### config.mk
export PLATFORM = sky130hd
export DESIGN_NAME = smtp_dot_stuff_crlf_normalizer
export DESIGN_NICKNAME = d
export VERILOG_FILES = /design/src/rtl/sdcn_pkg.sv /design/src/rtl/sdcn_expand.sv /design/src/rtl/sdcn_serial.sv /design/src/rtl/smtp_dot_stuff_crlf_normalizer.sv
export SDC_FILE = /design/constraint.sdc
export NUM_CORES = 1
export LEC_CHECK = 0
export ABC_CLOCK_PERIOD_IN_PS = 7300
export BUFFER_PORTS_ARGS = -buffer_cell sky130_fd_sc_hd__buf_4
export CAP_MARGIN = 40
export CORE_UTILIZATION = 55
export CTS_CLUSTER_SIZE = 12
export DETAILED_ROUTE_END_ITERATION = 10
export GPL_TIMING_DRIVEN = 0
export PLACE_DENSITY = 0.75
export SLEW_MARGIN = 10
export SYNTH_ARGS = -nofsm -noshare
export SYNTH_HDL_FRONTEND = slang
export SYNTH_SLANG_ARGS = --single-unit
### constraint.sdc
create_clock -name clk -period 7.3 [get_ports clk]
set_clock_uncertainty 0.2 [all_clocks]
set_input_delay 1.46 -clock clk [delete_from_list [all_inputs] [get_ports clk]]
set_output_delay 1.46 -clock clk [all_outputs]
set_load 0.02 [all_outputs]
### src/rtl/sdcn_pkg.sv
// types and constants for the dot stuffing crlf normalizer
package sdcn_pkg;

  localparam logic [7:0] CH_DOT = 8'h2E;
  localparam logic [7:0] CH_CR  = 8'h0D;
  localparam logic [7:0] CH_LF  = 8'h0A;

  localparam int MAX_RESULTS = 4;
  localparam int IDX_W       = $clog2(MAX_RESULTS);
  localparam int CNT_W       = $clog2(MAX_RESULTS + 1);

  typedef struct packed {
    logic [7:0] data_byte;
    logic       last_byte;
  } in_beat_t;

  typedef struct packed {
    logic [7:0] out_byte;
    logic       run_end;
    logic       message_end;
  } out_beat_t;

  // the bytes one input beat expands to
  typedef struct packed {
    logic [MAX_RESULTS-1:0][7:0] bytes;
    logic [IDX_W-1:0]            last_idx;
    logic                        msg_end;
  } burst_t;

endpackage

### src/rtl/sdcn_expand.sv
// input register, line state and expansion of one beat into a burst
module sdcn_expand (
  input  logic              clk,
  input  logic              rst_n,
  input  logic              in_valid,
  output logic              in_ready,
  input  sdcn_pkg::in_beat_t in_beat,
  output logic              burst_valid,
  input  logic              burst_ready,
  output sdcn_pkg::burst_t  burst
);
  import sdcn_pkg::*;

  logic       a_valid_r;
  in_beat_t   a_beat_r;
  logic       held_cr_r, held_cr_nxt;
  logic       line_open_r, line_open_nxt;
  logic [CNT_W-1:0] n;
  logic [MAX_RESULTS-1:0][7:0] bytes;
  logic       a_move;

  always_comb begin
    logic [7:0] b;
    b             = a_beat_r.data_byte;
    n             = '0;
    bytes         = '0;
    held_cr_nxt   = held_cr_r;
    line_open_nxt = line_open_r;
    if (b == CH_LF) begin
      bytes[n[IDX_W-1:0]] = CH_CR; n = n + 1'b1;
      bytes[n[IDX_W-1:0]] = CH_LF; n = n + 1'b1;
      held_cr_nxt   = 1'b0;
      line_open_nxt = 1'b0;
    end else if (b == CH_CR) begin
      if (held_cr_r) begin
        bytes[n[IDX_W-1:0]] = CH_CR; n = n + 1'b1;
      end
      held_cr_nxt   = 1'b1;
      line_open_nxt = 1'b1;
    end else begin
      if (held_cr_r) begin
        bytes[n[IDX_W-1:0]] = CH_CR; n = n + 1'b1;
      end
      held_cr_nxt = 1'b0;
      // first byte of a line is a dot
      if (!line_open_r && b == CH_DOT) begin
        bytes[n[IDX_W-1:0]] = CH_DOT; n = n + 1'b1;
      end
      bytes[n[IDX_W-1:0]] = b; n = n + 1'b1;
      line_open_nxt = 1'b1;
    end
    if (a_beat_r.last_byte) begin
      held_cr_nxt = 1'b0;
      if (line_open_nxt) begin
        bytes[n[IDX_W-1:0]] = CH_CR; n = n + 1'b1;
        bytes[n[IDX_W-1:0]] = CH_LF; n = n + 1'b1;
      end
      line_open_nxt = 1'b0;
    end
  end

  assign burst_valid    = a_valid_r && (n != '0);
  assign burst.bytes    = bytes;
  assign burst.last_idx = IDX_W'(n - 1'b1);
  assign burst.msg_end  = a_beat_r.last_byte;

  // a beat with no output leaves without waiting
  assign a_move   = a_valid_r && ((n == '0) || burst_ready);
  assign in_ready = !a_valid_r || a_move;

  always_ff @(posedge clk) begin
    if (!rst_n) begin
      a_valid_r   <= 1'b0;
      held_cr_r   <= 1'b0;
      line_open_r <= 1'b0;
    end else begin
      if (in_ready) begin
        a_valid_r <= in_valid;
      end
      if (a_move) begin
        held_cr_r   <= held_cr_nxt;
        line_open_r <= line_open_nxt;
      end
    end
  end

  always_ff @(posedge clk) begin
    if (in_valid && in_ready) begin
      a_beat_r <= in_beat;
    end
  end

endmodule

### src/rtl/sdcn_serial.sv
// burst register that hands out one byte per output beat
module sdcn_serial (
  input  logic               clk,
  input  logic               rst_n,
  input  logic               burst_valid,
  output logic               burst_ready,
  input  sdcn_pkg::burst_t   burst,
  output logic               out_valid,
  input  logic               out_ready,
  output sdcn_pkg::out_beat_t out_beat
);
  import sdcn_pkg::*;

  logic             s_valid_r;
  burst_t           s_burst_r;
  logic [IDX_W-1:0] idx_r;
  logic             at_end;
  logic             done;

  assign at_end      = (idx_r == s_burst_r.last_idx);
  assign done        = s_valid_r && out_ready && at_end;
  assign burst_ready = !s_valid_r || done;

  assign out_valid            = s_valid_r;
  assign out_beat.out_byte    = s_burst_r.bytes[idx_r];
  assign out_beat.run_end     = at_end;
  assign out_beat.message_end = at_end && s_burst_r.msg_end;

  always_ff @(posedge clk) begin
    if (!rst_n) begin
      s_valid_r <= 1'b0;
      idx_r     <= '0;
    end else if (burst_valid && burst_ready) begin
      s_valid_r <= 1'b1;
      idx_r     <= '0;
    end else if (done) begin
      s_valid_r <= 1'b0;
    end else if (s_valid_r && out_ready) begin
      idx_r <= idx_r + 1'b1;
    end
  end

  always_ff @(posedge clk) begin
    if (burst_valid && burst_ready) begin
      s_burst_r <= burst;
    end
  end

endmodule

### src/rtl/smtp_dot_stuff_crlf_normalizer.sv
// a byte's first result leaves through the input register and then the output register
// throughput: one input beat per cycle while each beat gives at most one byte and out_ready
//   is high; a beat of up to 4 bytes holds the output register until its last byte is taken
// beats that give no byte leave the input register without entering the output register
// reset (rst_n low, synchronous) empties both registers and clears held cr and line state
module smtp_dot_stuff_crlf_normalizer (
  input  logic                clk,
  input  logic                rst_n,
  input  logic                in_valid,
  output logic                in_ready,
  input  sdcn_pkg::in_beat_t  in_beat,
  output logic                out_valid,
  input  logic                out_ready,
  output sdcn_pkg::out_beat_t out_beat
);
  import sdcn_pkg::*;

  logic   burst_valid;
  logic   burst_ready;
  burst_t burst;

  sdcn_expand u_expand (
    .clk         (clk),
    .rst_n       (rst_n),
    .in_valid    (in_valid),
    .in_ready    (in_ready),
    .in_beat     (in_beat),
    .burst_valid (burst_valid),
    .burst_ready (burst_ready),
    .burst       (burst)
  );

  sdcn_serial u_serial (
    .clk         (clk),
    .rst_n       (rst_n),
    .burst_valid (burst_valid),
    .burst_ready (burst_ready),
    .burst       (burst),
    .out_valid   (out_valid),
    .out_ready   (out_ready),
    .out_beat    (out_beat)
  );

endmodule

==> results of run 1 <==
stage by stage:
step	util, %	cells	area, um^2	setup WS [ns]	power [mW]
detailed placement	65.36	302	2944	1.550	0.4008
global placement	64.33	300	2898	0.9933	0.3960
finish	67.14	310	3024	1.157	0.5453
CTS	67.14	310	3024	1.192	0.5487
floorplan	-	224	2653	1.892	0.3753
global route	67.14	310	3024	0.9729	0.5652
flip-flops by register name, indices dropped and copies added (netlist names):
register / flops
u_expand.line_open_r: 1
u_serial.s_burst_r: 35
u_expand.a_valid_r: 1
u_expand.burst: 1
u_expand.held_cr_r: 1
u_serial.idx_r: 2
u_expand.a_beat_r: 8
u_serial.out_valid: 1
kinds of logic after synthesis:
family / share of synthesized area [%]
AOI/OAI and AO/OA: 14.29
xor gates and xnor gates: 1.981
adders and majority gates: 2.358
buffers and inverters: 3.962
DFF: 54.34
muxes: 7.972
and+or+nand+nor: 15.09
worst reg2reg max path, stage by stage (launching register included):
cell,delay (ns)
edfxtp_1,0.49
or4b_1,0.52
buf_2,0.18
or4_1,0.58
ha_1,0.25
clkbuf_1,0.23
clkbuf_1,0.27
nor2_1,0.22
xnor2_1,0.14
nor2_1,0.06
ha_1,0.27
o2111a_1,0.16
a211o_1,0.34
or2_2,0.32
and2_1,0.28
cell usage in the layout (no fill, tap or decap), drive strengths merged, types with 5 or more instances in the layout:
| cell | count |
|---|---|
| buf | 32 |
| edfxtp | 44 |
| nor2 | 15 |
| o21ai | 10 |
| nand2 | 13 |
| clkbuf | 17 |
| dfxtp | 6 |
| nor3 | 5 |
| and2 | 10 |
| a21oi | 15 |
| ha | 5 |
| inv | 11 |
| mux4 | 8 |
| nor2b | 5 |
| xnor2 | 5 |
| nand3 | 5 |
| and3 | 5 |
worst paths after layout:
check | start | end | slack, ns | cells after the start
max reg2reg | u_expand.a_beat_r[7] | u_expand.burst[0] | 2.53 | 14
min | u_expand.line_open_r | u_expand.line_open_r | 0.34 | 2
max | u_expand.a_beat_r[7] | in_ready | 1.16 | 14
min reg2reg | u_expand.line_open_r | u_expand.line_open_r | 0.34 | 2
routing by layer:
| layer | share of wire [%] | vias up |
|---|---|---|
| li1 | - | 920 |
| met1 | 43 | 922 |
| met2 | 48 | 91 |
| met3 | 5.3 | 16 |
| met4 | 3.6 | 0 |
| met5 | 0 | - |
cell type report:
cell class                 count  area [um^2]
fill                         368         1480
timing repair buffer          26        219.0
inverter                      11        41.29
clock buffer                   8        80.08
buffer                        15        63.81
multi-input combinational    148         1114
tap                           52        65.06
sequential                    50         1441
power breakdown:
group	internal [mW]	total [mW]	switching (mW)	leakage (nW)
registers	0.326	0.333	0.00753	0.466
clock network	0.0682	0.151	0.0827	0.0395
logic	0.0269	0.0609	0.0341	0.612
==> run metrics, run 1 <==
status=completed; Chip Width=71.45 um; most common cell in the netlist=edfxtp_1; synth cell count leaders=44 x edfxtp_1, 15 x a21oi_1, 15 x nor2_1, 13 x nand2_1, 11 x inv_1; share of cells above drive strength 1=20.16%; later-pin clock latency in the skew report=0.30 ns; via count=1,949; DRC violation count after routing=0; Slew HR=43.20%; Max Fclk=0.1628 GHz; CTS tree=yes; post-route clock period utilization=84.15%; die area=0.005104 mm^2; Inserted Diodes=0; largest net degree at the start of global routing=29; Placer Congestion=0.9932; routing usage on met3=4.219%; final hold viol count=0; Hold WC Path Type=reg2reg; Crit. End Element=output port; VDD IR-drop max=0.1601 mV; crit start category=flip-flop; CP Data Required Time=5.64 ns; Reg clk slew, reported paths=0.08 ns; hold_buf cts=0; crit-path max FO=10; CP peak stage delay=0.58 ns; GR peak layer=met2; crit-path cells=or4b_1 -> buf_2 -> or4_1 -> ha_1 -> clkbuf_1 -> clkbuf_1 -> nor2_1 -> xnor2_1 -> nor2_1 -> ha_1 -> o2111a_1 -> a211o_1 -> or2_2 -> buf_4; sequential-to-total area share from yosys stat=54.34%; Gate Count Post-Synth=224; max-slew violation count=0; grt total ovfl=0; async set-reset flop share out of synthesis=0%; Setup Fix Bufs, Post-CTS=0; Via-to-Cell Ratio=6.287; Slew @ Worst Pin=0.8501 ns; Rows=24; number of global-route vias before repair=1,837; CP bufs+invs=4; Pre-antenna DRT Iters=6; IO Count=25; Post-synth EDFFs=44; YS warnings=0; RSZ-0062 raised after global routing=false; met2 Use GR=36.61%; H-Tree Level Count=2; DP Wirelength=3951 um; Initial Util=58.89%; CP max stage cell=or4_1; first-pass GRT wire length=8887 um; initial antenna violation count=0; 1st-iter DRT viols=177; Tmin final=6.143 ns; post-route antenna net violation count=0; CTS Sinks=50; total CTS buffers=5; final wirelength=5499 um; met1 usage=31.40%; core box area=0.004504 mm^2; # setup viols final=0; max-cap violation count=0; setup_tns=0 ns; post-synth cell types=53; Post-CTS Resized=0; Main synth FF type=edfxtp_1; Lkg Pwr=1.118 nW; PwrDens=180.3 mW/mm^2; fin nets=275; Max Buffers Root-to-Sink=2; per-cell routed wire length=17.74 um; WS Path Type=reg2out; Yosys reg bits=50; Worst EP arrival=4.48 ns; post-synth top area share=49.81%; Area contributors post-synth=edfxtp_1 50%, mux4_2 6.8%, dfxtp_1 4.5%; Mapped Area=0.002653 mm^2; largest area contributor in the netlist=edfxtp_1; All-Layer GR Usage=23.34%; die height=71.45 um; IO buf count=24; CP top delay family=simple AND/OR/NAND/NOR gates; Syn Nets=242; Area Overhead vs Synth=14.01%; post-synthesis average cell area=11.84 um^2; Clock Tree Root=clkbuf_8; WHS=0.3371 ns
No activity file was read; power rests on OpenSTA's default activity.
==> inputs of run 2 (changes only) <==
--- a/config.mk
+++ b/config.mk
@@ -5,7 +5,8 @@
 export SDC_FILE = /design/constraint.sdc
 export NUM_CORES = 1
 export LEC_CHECK = 0
-export ABC_CLOCK_PERIOD_IN_PS = 7300
+export ABC_AREA = 1
+export ABC_CLOCK_PERIOD_IN_PS = 6060
 export BUFFER_PORTS_ARGS = -buffer_cell sky130_fd_sc_hd__buf_4
 export CAP_MARGIN = 40
 export CORE_UTILIZATION = 55
==> constraint.sdc (replaced) <==
create_clock -name clk -period 6.06 [get_ports clk]
set_clock_uncertainty 0.2 [all_clocks]
set_input_delay 1.212 -clock clk [delete_from_list [all_inputs] [get_ports clk]]
set_output_delay 1.212 -clock clk [all_outputs]
set_load 0.02 [all_outputs]
==> run metrics, run 2 <==
async set-reset flop share out of synthesis=0% (unchanged); largest area contributor in the netlist=edfxtp_1; YS warnings=0 (unchanged); PwrDens=247.7 mW/mm^2 (+37%); post-route clock period utilization=76.25%; Placer Congestion=0.9307 (-6.3%); final wirelength=5407 um (-1.7%); Hold WC Path Type=reg2reg; Simple-Gate Fraction of Synth Area=20.27% (+5.2 points); post-synthesis average cell area=9.529 um^2 (-20%); CP startpoint=u_expand.a_beat_r[3]; Max Buffers Root-to-Sink=2 (unchanged); commonest non-fill, non-tap cell in the layout=edfxtp_1; H-Tree Level Count=2 (unchanged); top flop regs=u_serial.s_burst_r: 35 flops, u_expand.a_beat_r: 8 flops, u_serial.idx_r: 2 flops; fin nets=326 (+19%); first-pass GRT wire length=8990 um (+1.2%); mux cell area share after synthesis=0% (-8.0 points); hold path startpoint=u_expand.burst[0]; final hold viol count=0 (unchanged); Synth Area in Adders=2.379% (+0.020 points); max FFs per register=35 (unchanged); total CTS buffers=5 (unchanged); # setup viols final=0 (unchanged); VDD IR-drop max=0.1722 mV (+7.5%); share of cells above drive strength 1=21.04% (+0.88 points); Worst EP arrival=3.21 ns (-1.27 ns); Post-synth EDFFs=44 (unchanged); hold_buf cts=0 (unchanged); Inserted Diodes=0 (unchanged); multi-input combinational cell area=948.4 um^2 (-15%); IO buf count=24 (unchanged); via count=1,953 (+0.21%); All-Layer GR Usage=23.95% (+0.61 points); CTS tree=yes; Via-to-Cell Ratio=5.410 (-14%); DRC violation count after routing=2 (+2); Initial Util=58.78% (-0.11 points); Slew HR=56.79% (+14 points); WS Path Type=reg2out; largest family of logic cells by synthesized area=simple AND/OR/NAND/NOR gates; Mapped Area=0.002630 mm^2 (-0.85%); Pre-antenna DRT Iters=8 (+2); Largest Register=u_serial.s_burst_r; Main synth FF type=edfxtp_1; crit-path max FO=9 (-1); WHS=0.2754 ns (-0.06165 ns); status=complete, but fails checks; post-synth cell types=40 (-25%); Chip Width=71.15 um (-0.41%); crit start category=flip-flop; number of global-route vias before repair=1,891 (+2.9%); setup_tns=0 ns (unchanged); max-slew violation count=0 (unchanged); Seq. cell area=0.001441 mm^2 (unchanged); CTS Sinks=50 (unchanged); Lkg Pwr=1.295 nW (+16%); grt total ovfl=0 (unchanged); Crit. End Element=output port; DP Wirelength=4098 um (+3.7%); Gate Count Post-Synth=276 (+23%); RR Startpoint=u_expand.a_beat_r[3]; later-pin clock latency in the skew report=0.30 ns (about the same); Reg2Reg Capture Point=u_serial.s_burst_r[23]; Setup Fix Bufs, Post-CTS=0 (unchanged); IO Count=25 (unchanged); Clock Tree Root=clkbuf_8; post-route antenna net violation count=0 (unchanged); Layout Cells excl Fill=361 (+16%); 1st-iter DRT viols=145 (-18%); initial antenna violation count=0 (unchanged); Layout Utilization=68.06% (+0.93 points); hold depth=0 (-2); Rows=24 (unchanged); Syn Nets=294 (+21%); Compound-Gate Fraction of Synth Area=12.42% (-1.9 points); R2R setup slack=2.08 ns (-0.45 ns); most common cell in the netlist=edfxtp_1; failing checks=DRC; layout filler cell count=377 (+2.4%); XOR/XNOR share of the synthesized area=0.9990% (-0.98 points); Area Overhead vs Synth=15.79%; leading cell types in the layout, fill and taps excluded=44 x edfxtp_1, 40 x inv_1, 33 x nand2_1, 33 x nor2_1, 25 x buf_4; Area contributors post-synth=edfxtp_1 50%, inv_1 5.7%, nand2_1 4.7%; Post-CTS Resized=0 (unchanged); die area=0.005062 mm^2 (-0.82%); CP Data Required Time=4.65 ns (-0.99 ns); core box area=0.004474 mm^2 (-0.67%); Yosys reg bits=50 (unchanged); sequential-to-total area share from yosys stat=54.80% (+0.47 points); R2R depth=17 (+3); largest net degree at the start of global routing=22 (-24%); Placed Instances=353 (+17%); synth cell count leaders=44 x edfxtp_1, 40 x inv_1, 33 x nand2_1, 33 x nor2_1, 23 x o21ai_0; max-cap violation count=0 (unchanged); Reg clk slew, reported paths=0.08 ns (about the same); die height=71.15 um (-0.41%); Max Fclk=0.2164 GHz; RSZ-0062 raised after global routing=false; Tmin final=4.621 ns; post-synth top area share=50.24% (+0.43 points); Slew @ Worst Pin=0.6475 ns (-0.2027 ns); per-cell routed wire length=14.98 um (-16%); WHS Endpoint=u_serial.s_burst_r[0]
-- run 2: cell types whose count changed after synthesis, moves of 7 or more --
cell      change
mux4_2        -8
nor2_1       +18
nand2_2       +7
clkbuf_1      -7
inv_1        +29
nand2_1      +20
o21ai_0      +15
and2_1       -10
o22ai_1      +10
nand3_1      +10
-- run 2: where the power goes --
part / total [mW] / switching [mW] / internal [mW]
clock: 0.280 / 0.105 / 0.176
sequential: 0.403 / 0.00950 / 0.394
combinational: 0.0706 / 0.0423 / 0.0283
-- run 2: worst max-delay path by stage --
stage	end	slack [ns]	cells past startpoint
CTS	in_ready	1.44	16
global placement	in_ready	1.78	16
detailed placement	in_ready	1.78	16
global route	in_ready	1.20	17
floorplan	in_ready	2.32	15
finish	in_ready	1.44	16
-- run 2: cells by family (layout without fill, tap and decap cells) --
family	Yosys count	count (layout)
compound gates	54	54
xor+xnor	3	3
fa+ha+maj	5	5
buf+inv	54	87
flops	50	50
simple gates	110	110
-- run 2: worst max-delay path, cell delays in order, from the launching register on --
cell and delay [ns]:
edfxtp_1 0.53, nand2_2 0.14, nor2_4 0.05, and3_2 0.22, inv_1 0.08, ha_1 0.24
clkinv_1 0.31, nand2_2 0.19, inv_1 0.09, nor2_4 0.14, inv_2 0.06, nand2_1 0.13
a21oi_1 0.08, ha_1 0.22, a21boi_2 0.19, nand2_2 0.09, buf_4 0.16
-- run 2: area by class of cell --
cell class / count / area share [%]
clock inverters: 2 / 1.972
inverters: 46 / 5.670
plain buffers: 8 / 2.219
multi-input cells: 172 / 31.14
flip-flops and latches: 50 / 47.33
repair buffers: 25 / 6.820
well taps: 52 / 2.136
clock buffers: 6 / 2.712
-- run 2: metal layers --
| metal | share of wire (%) | vias to the layer above | track usage (%) |
|---|---|---|---|
| li1 | - | 999 | - |
| met1 | 48 | 879 | 33.30 |
| met2 | 45 | 56 | 37.14 |
| met3 | 3.9 | 19 | 4.558 |
| met4 | 2.8 | 0 | 9.778 |
| met5 | 0 | - | 0 |
-- run 2: stage by stage --
| step | power (mW) | setup WS, ns | instance area (um^2) |
|---|---|---|---|
| floorplan | 0.4518 | 2.317 | 2630 |
| global placement | 0.4772 | 1.780 | 2875 |
| CTS | 0.7590 | 1.438 | 3045 |
| detailed placement | 0.4817 | 1.778 | 2903 |
| global route | 0.7827 | 1.197 | 3045 |
| finish | 0.7545 | 1.439 | 3045 |
==> inputs of run 3 (changes only) <==
--- a/config.mk
+++ b/config.mk
@@ -6,10 +6,10 @@
 export NUM_CORES = 1
 export LEC_CHECK = 0
 export ABC_AREA = 1
-export ABC_CLOCK_PERIOD_IN_PS = 6060
+export ABC_CLOCK_PERIOD_IN_PS = 4100
 export BUFFER_PORTS_ARGS = -buffer_cell sky130_fd_sc_hd__buf_4
 export CAP_MARGIN = 40
-export CORE_UTILIZATION = 55
+export CORE_UTILIZATION = 53
 export CTS_CLUSTER_SIZE = 12
 export DETAILED_ROUTE_END_ITERATION = 10
 export GPL_TIMING_DRIVEN = 0
==> constraint.sdc (replaced) <==
create_clock -name clk -period 4.1 [get_ports clk]
set_clock_uncertainty 0.2 [all_clocks]
set_input_delay 0.82 -clock clk [delete_from_list [all_inputs] [get_ports clk]]
set_output_delay 0.82 -clock clk [all_outputs]
set_load 0.02 [all_outputs]
==> run metrics, run 3 (synthesis results as in run 2) <==
status=completed; All-Layer GR Usage=22.63% (-1.3 points); IO buf count=24 (unchanged); max FFs per register=35 (unchanged); Layout Cells excl Fill=380 (+5.3%); top flop regs=u_serial.s_burst_r: 35 flops, u_expand.a_beat_r: 8 flops, u_serial.idx_r: 2 flops; WHS=0.2998 ns (+0.02440 ns); VDD IR-drop max=0.1623 mV (-5.8%); RSZ-0062 raised after global routing=false; Chip Width=72.45 um (+1.8%); initial antenna violation count=0 (unchanged); Max Fclk=0.2573 GHz; register share of total power=57.4% (+3.9 points); slack of the critical path=0.2127 ns (-1.226 ns); setup_tns=0 ns (unchanged); Clock Tree Root=clkbuf_8; IO Count=25 (unchanged); Via-to-Cell Ratio=5.205 (-3.8%); Tmin final=3.887 ns; post-route clock period utilization=94.81%; Placer Congestion=0.9581 (+2.9%); Seq. cell area=0.001441 mm^2 (unchanged); Inserted Diodes=0 (unchanged); grt total ovfl=0 (unchanged); DRC violation count after routing=0 (-2); final wirelength=5439 um (+0.59%); die area=0.005248 mm^2 (+3.7%); WS Path Type=reg2out; Area Overhead vs Synth=16.60%; most used cell, CP=inv_1; switching share of power=22.32% (+1.6 points); Power Total=1.037 mW (+37%); crit-path cells=inv_1 -> nand2_1 -> nor2_4 -> and3_2 -> inv_1 -> ha_1 -> inv_4 -> nand2_2 -> inv_1 -> nor2_4 -> inv_2 -> nand2_1 -> a21oi_2 -> ha_1 -> a21boi_2 -> nand2_2 -> buf_4; Rows=25 (+4.2%); # setup viols final=0 (unchanged); crit start category=flip-flop; later-pin clock latency in the skew report=0.30 ns (about the same); die height=72.45 um (+1.8%); per-cell routed wire length=14.31 um (-4.4%); number of global-route vias before repair=1,853 (-2.0%); layout filler cell count=421 (+12%); first-pass GRT wire length=8769 um (-2.5%); fin nets=330 (+1.2%); P_sw=0.2314 mW (+48%); crit-path max FO=5 (-4); final hold viol count=0 (unchanged); Hold WC Path Type=reg2reg; multi-input combinational cell area=952.2 um^2 (+0.40%); CP peak stage delay=0.43 ns (-0.10 ns); post-route antenna net violation count=0 (unchanged); Crit. End Element=output port; Max Buffers Root-to-Sink=2 (unchanged); DP Wirelength=4039 um (-1.4%); max-slew violation count=0 (unchanged); Slew @ Worst Pin=0.5382 ns (-0.1093 ns); PwrDens=338.0 mW/mm^2 (+36%); CP Data Required Time=3.08 ns (-1.57 ns); CTS tree=yes; max-cap violation count=0 (unchanged); Placement Setup Slack=0.2560 ns (-1.522 ns); CTS Sinks=50 (unchanged); core box area=0.004755 mm^2 (+6.3%); Pre-antenna DRT Iters=4 (-4); CP max stage cell=edfxtp_1; share of total power in the clock network=32.2% (-5.0 points); hold_buf cts=0 (unchanged); Slew HR=64.08% (+7.3 points); Worst EP arrival=2.87 ns (-0.34 ns); H-Tree Level Count=2 (unchanged); commonest non-fill, non-tap cell in the layout=edfxtp_1; largest net degree at the start of global routing=25 (+14%); 1st-iter DRT viols=204 (+41%); Reg clk slew, reported paths=0.08 ns (about the same); total CTS buffers=5 (unchanged); Largest Register=u_serial.s_burst_r; leading cell types in the layout, fill and taps excluded=44 x edfxtp_1, 40 x inv_1, 33 x nand2_1, 33 x nor2_1, 29 x buf_4; Internal=0.8052 mW (+35%); Placed Instances=368 (+4.2%); Initial Util=55.32% (-3.5 points); via count=1,978 (+1.3%); Lkg Pwr=1.307 nW (+0.90%); share of cells above drive strength 1=22.68% (+1.6 points); combinational share of power=10.4% (+1.0 points)
[run 3: changes by cell type in the layout (fill, tap and decap cells not counted)]
cell | previous run | this run
a21oi_1 | 11 | 10
a21oi_2 | 0 | 1
buf_4 | 25 | 29
bufinv_16 | 2 | 1
clkbuf_8 | 7 | 6
clkinv_1 | 1 | 0
clkinv_2 | 0 | 2
inv_4 | 0 | 1
[run 3: worst max-delay path: cells and delay by family, from the launching register on]
family	cells	cell delay, ns
simple gates	7	0.78
flops	1	0.43
fa+ha+maj	2	0.49
buf+inv	6	0.62
compound gates	2	0.25
[run 3: power groups by stage]
stage	sequential [mW]	combinational, mW	clock [mW]
detailed placement	0.607	0.104	0
CTS	0.596	0.105	0.338
finish	0.595	0.107	0.334
global route	0.597	0.118	0.357
global placement	0.607	0.0981	0
floorplan	0.604	0.0637	0
[run 3: timing repair]
action | 4_1_cts | 5_1_grt
gates resized for setup | 1 | 2
setup buffers | 0 | 4
setup endpoints to repair | 1 | 1
[run 3: path summary, 6_finish.rpt]
check / startpoint / end / slack (ns) / cells past startpoint
worst max register to register: u_expand.a_beat_r[7] / u_serial.s_burst_r[11] / 0.54 / 18
worst min register to register: u_expand.line_open_r / u_expand.line_open_r / 0.30 / 2
worst min-delay path: u_expand.line_open_r / u_expand.line_open_r / 0.30 / 2
worst max-delay path: u_expand.a_beat_r[7] / in_ready / 0.21 / 17
[run 3: layout make-up]
type | count | share of cell area (%)
Multi-Input combinational cell | 172 | 31.05
Buffer | 8 | 2.203
Tap cell | 67 | 2.734
Inverter | 46 | 5.712
Sequential cell | 50 | 47.00
Timing Repair Buffer | 29 | 7.752
Clock buffer | 5 | 2.244
Clock inverter | 3 | 1.306
[run 3: through the flow]
step	util, %	instance area, um^2
2_1_floorplan	-	2630
3_3_place_gp	60.87	2894
3_5_place_dp	61.45	2922
4_1_cts	63.76	3032
5_1_grt	64.50	3067
6_report	64.50	3067
[run 3: layer usage]
layer / wire (um) / vias up / share of wire, % / global-route usage [%]
li1: - / 1010 / - / -
met5: 0 / - / 0 / 0
met3: 252 / 5 / 4.6 / 3.333
met1: 2528 / 906 / 46 / 30.82
met2: 2604 / 57 / 48 / 37.28
met4: 55 / 0 / 1.0 / 7.625
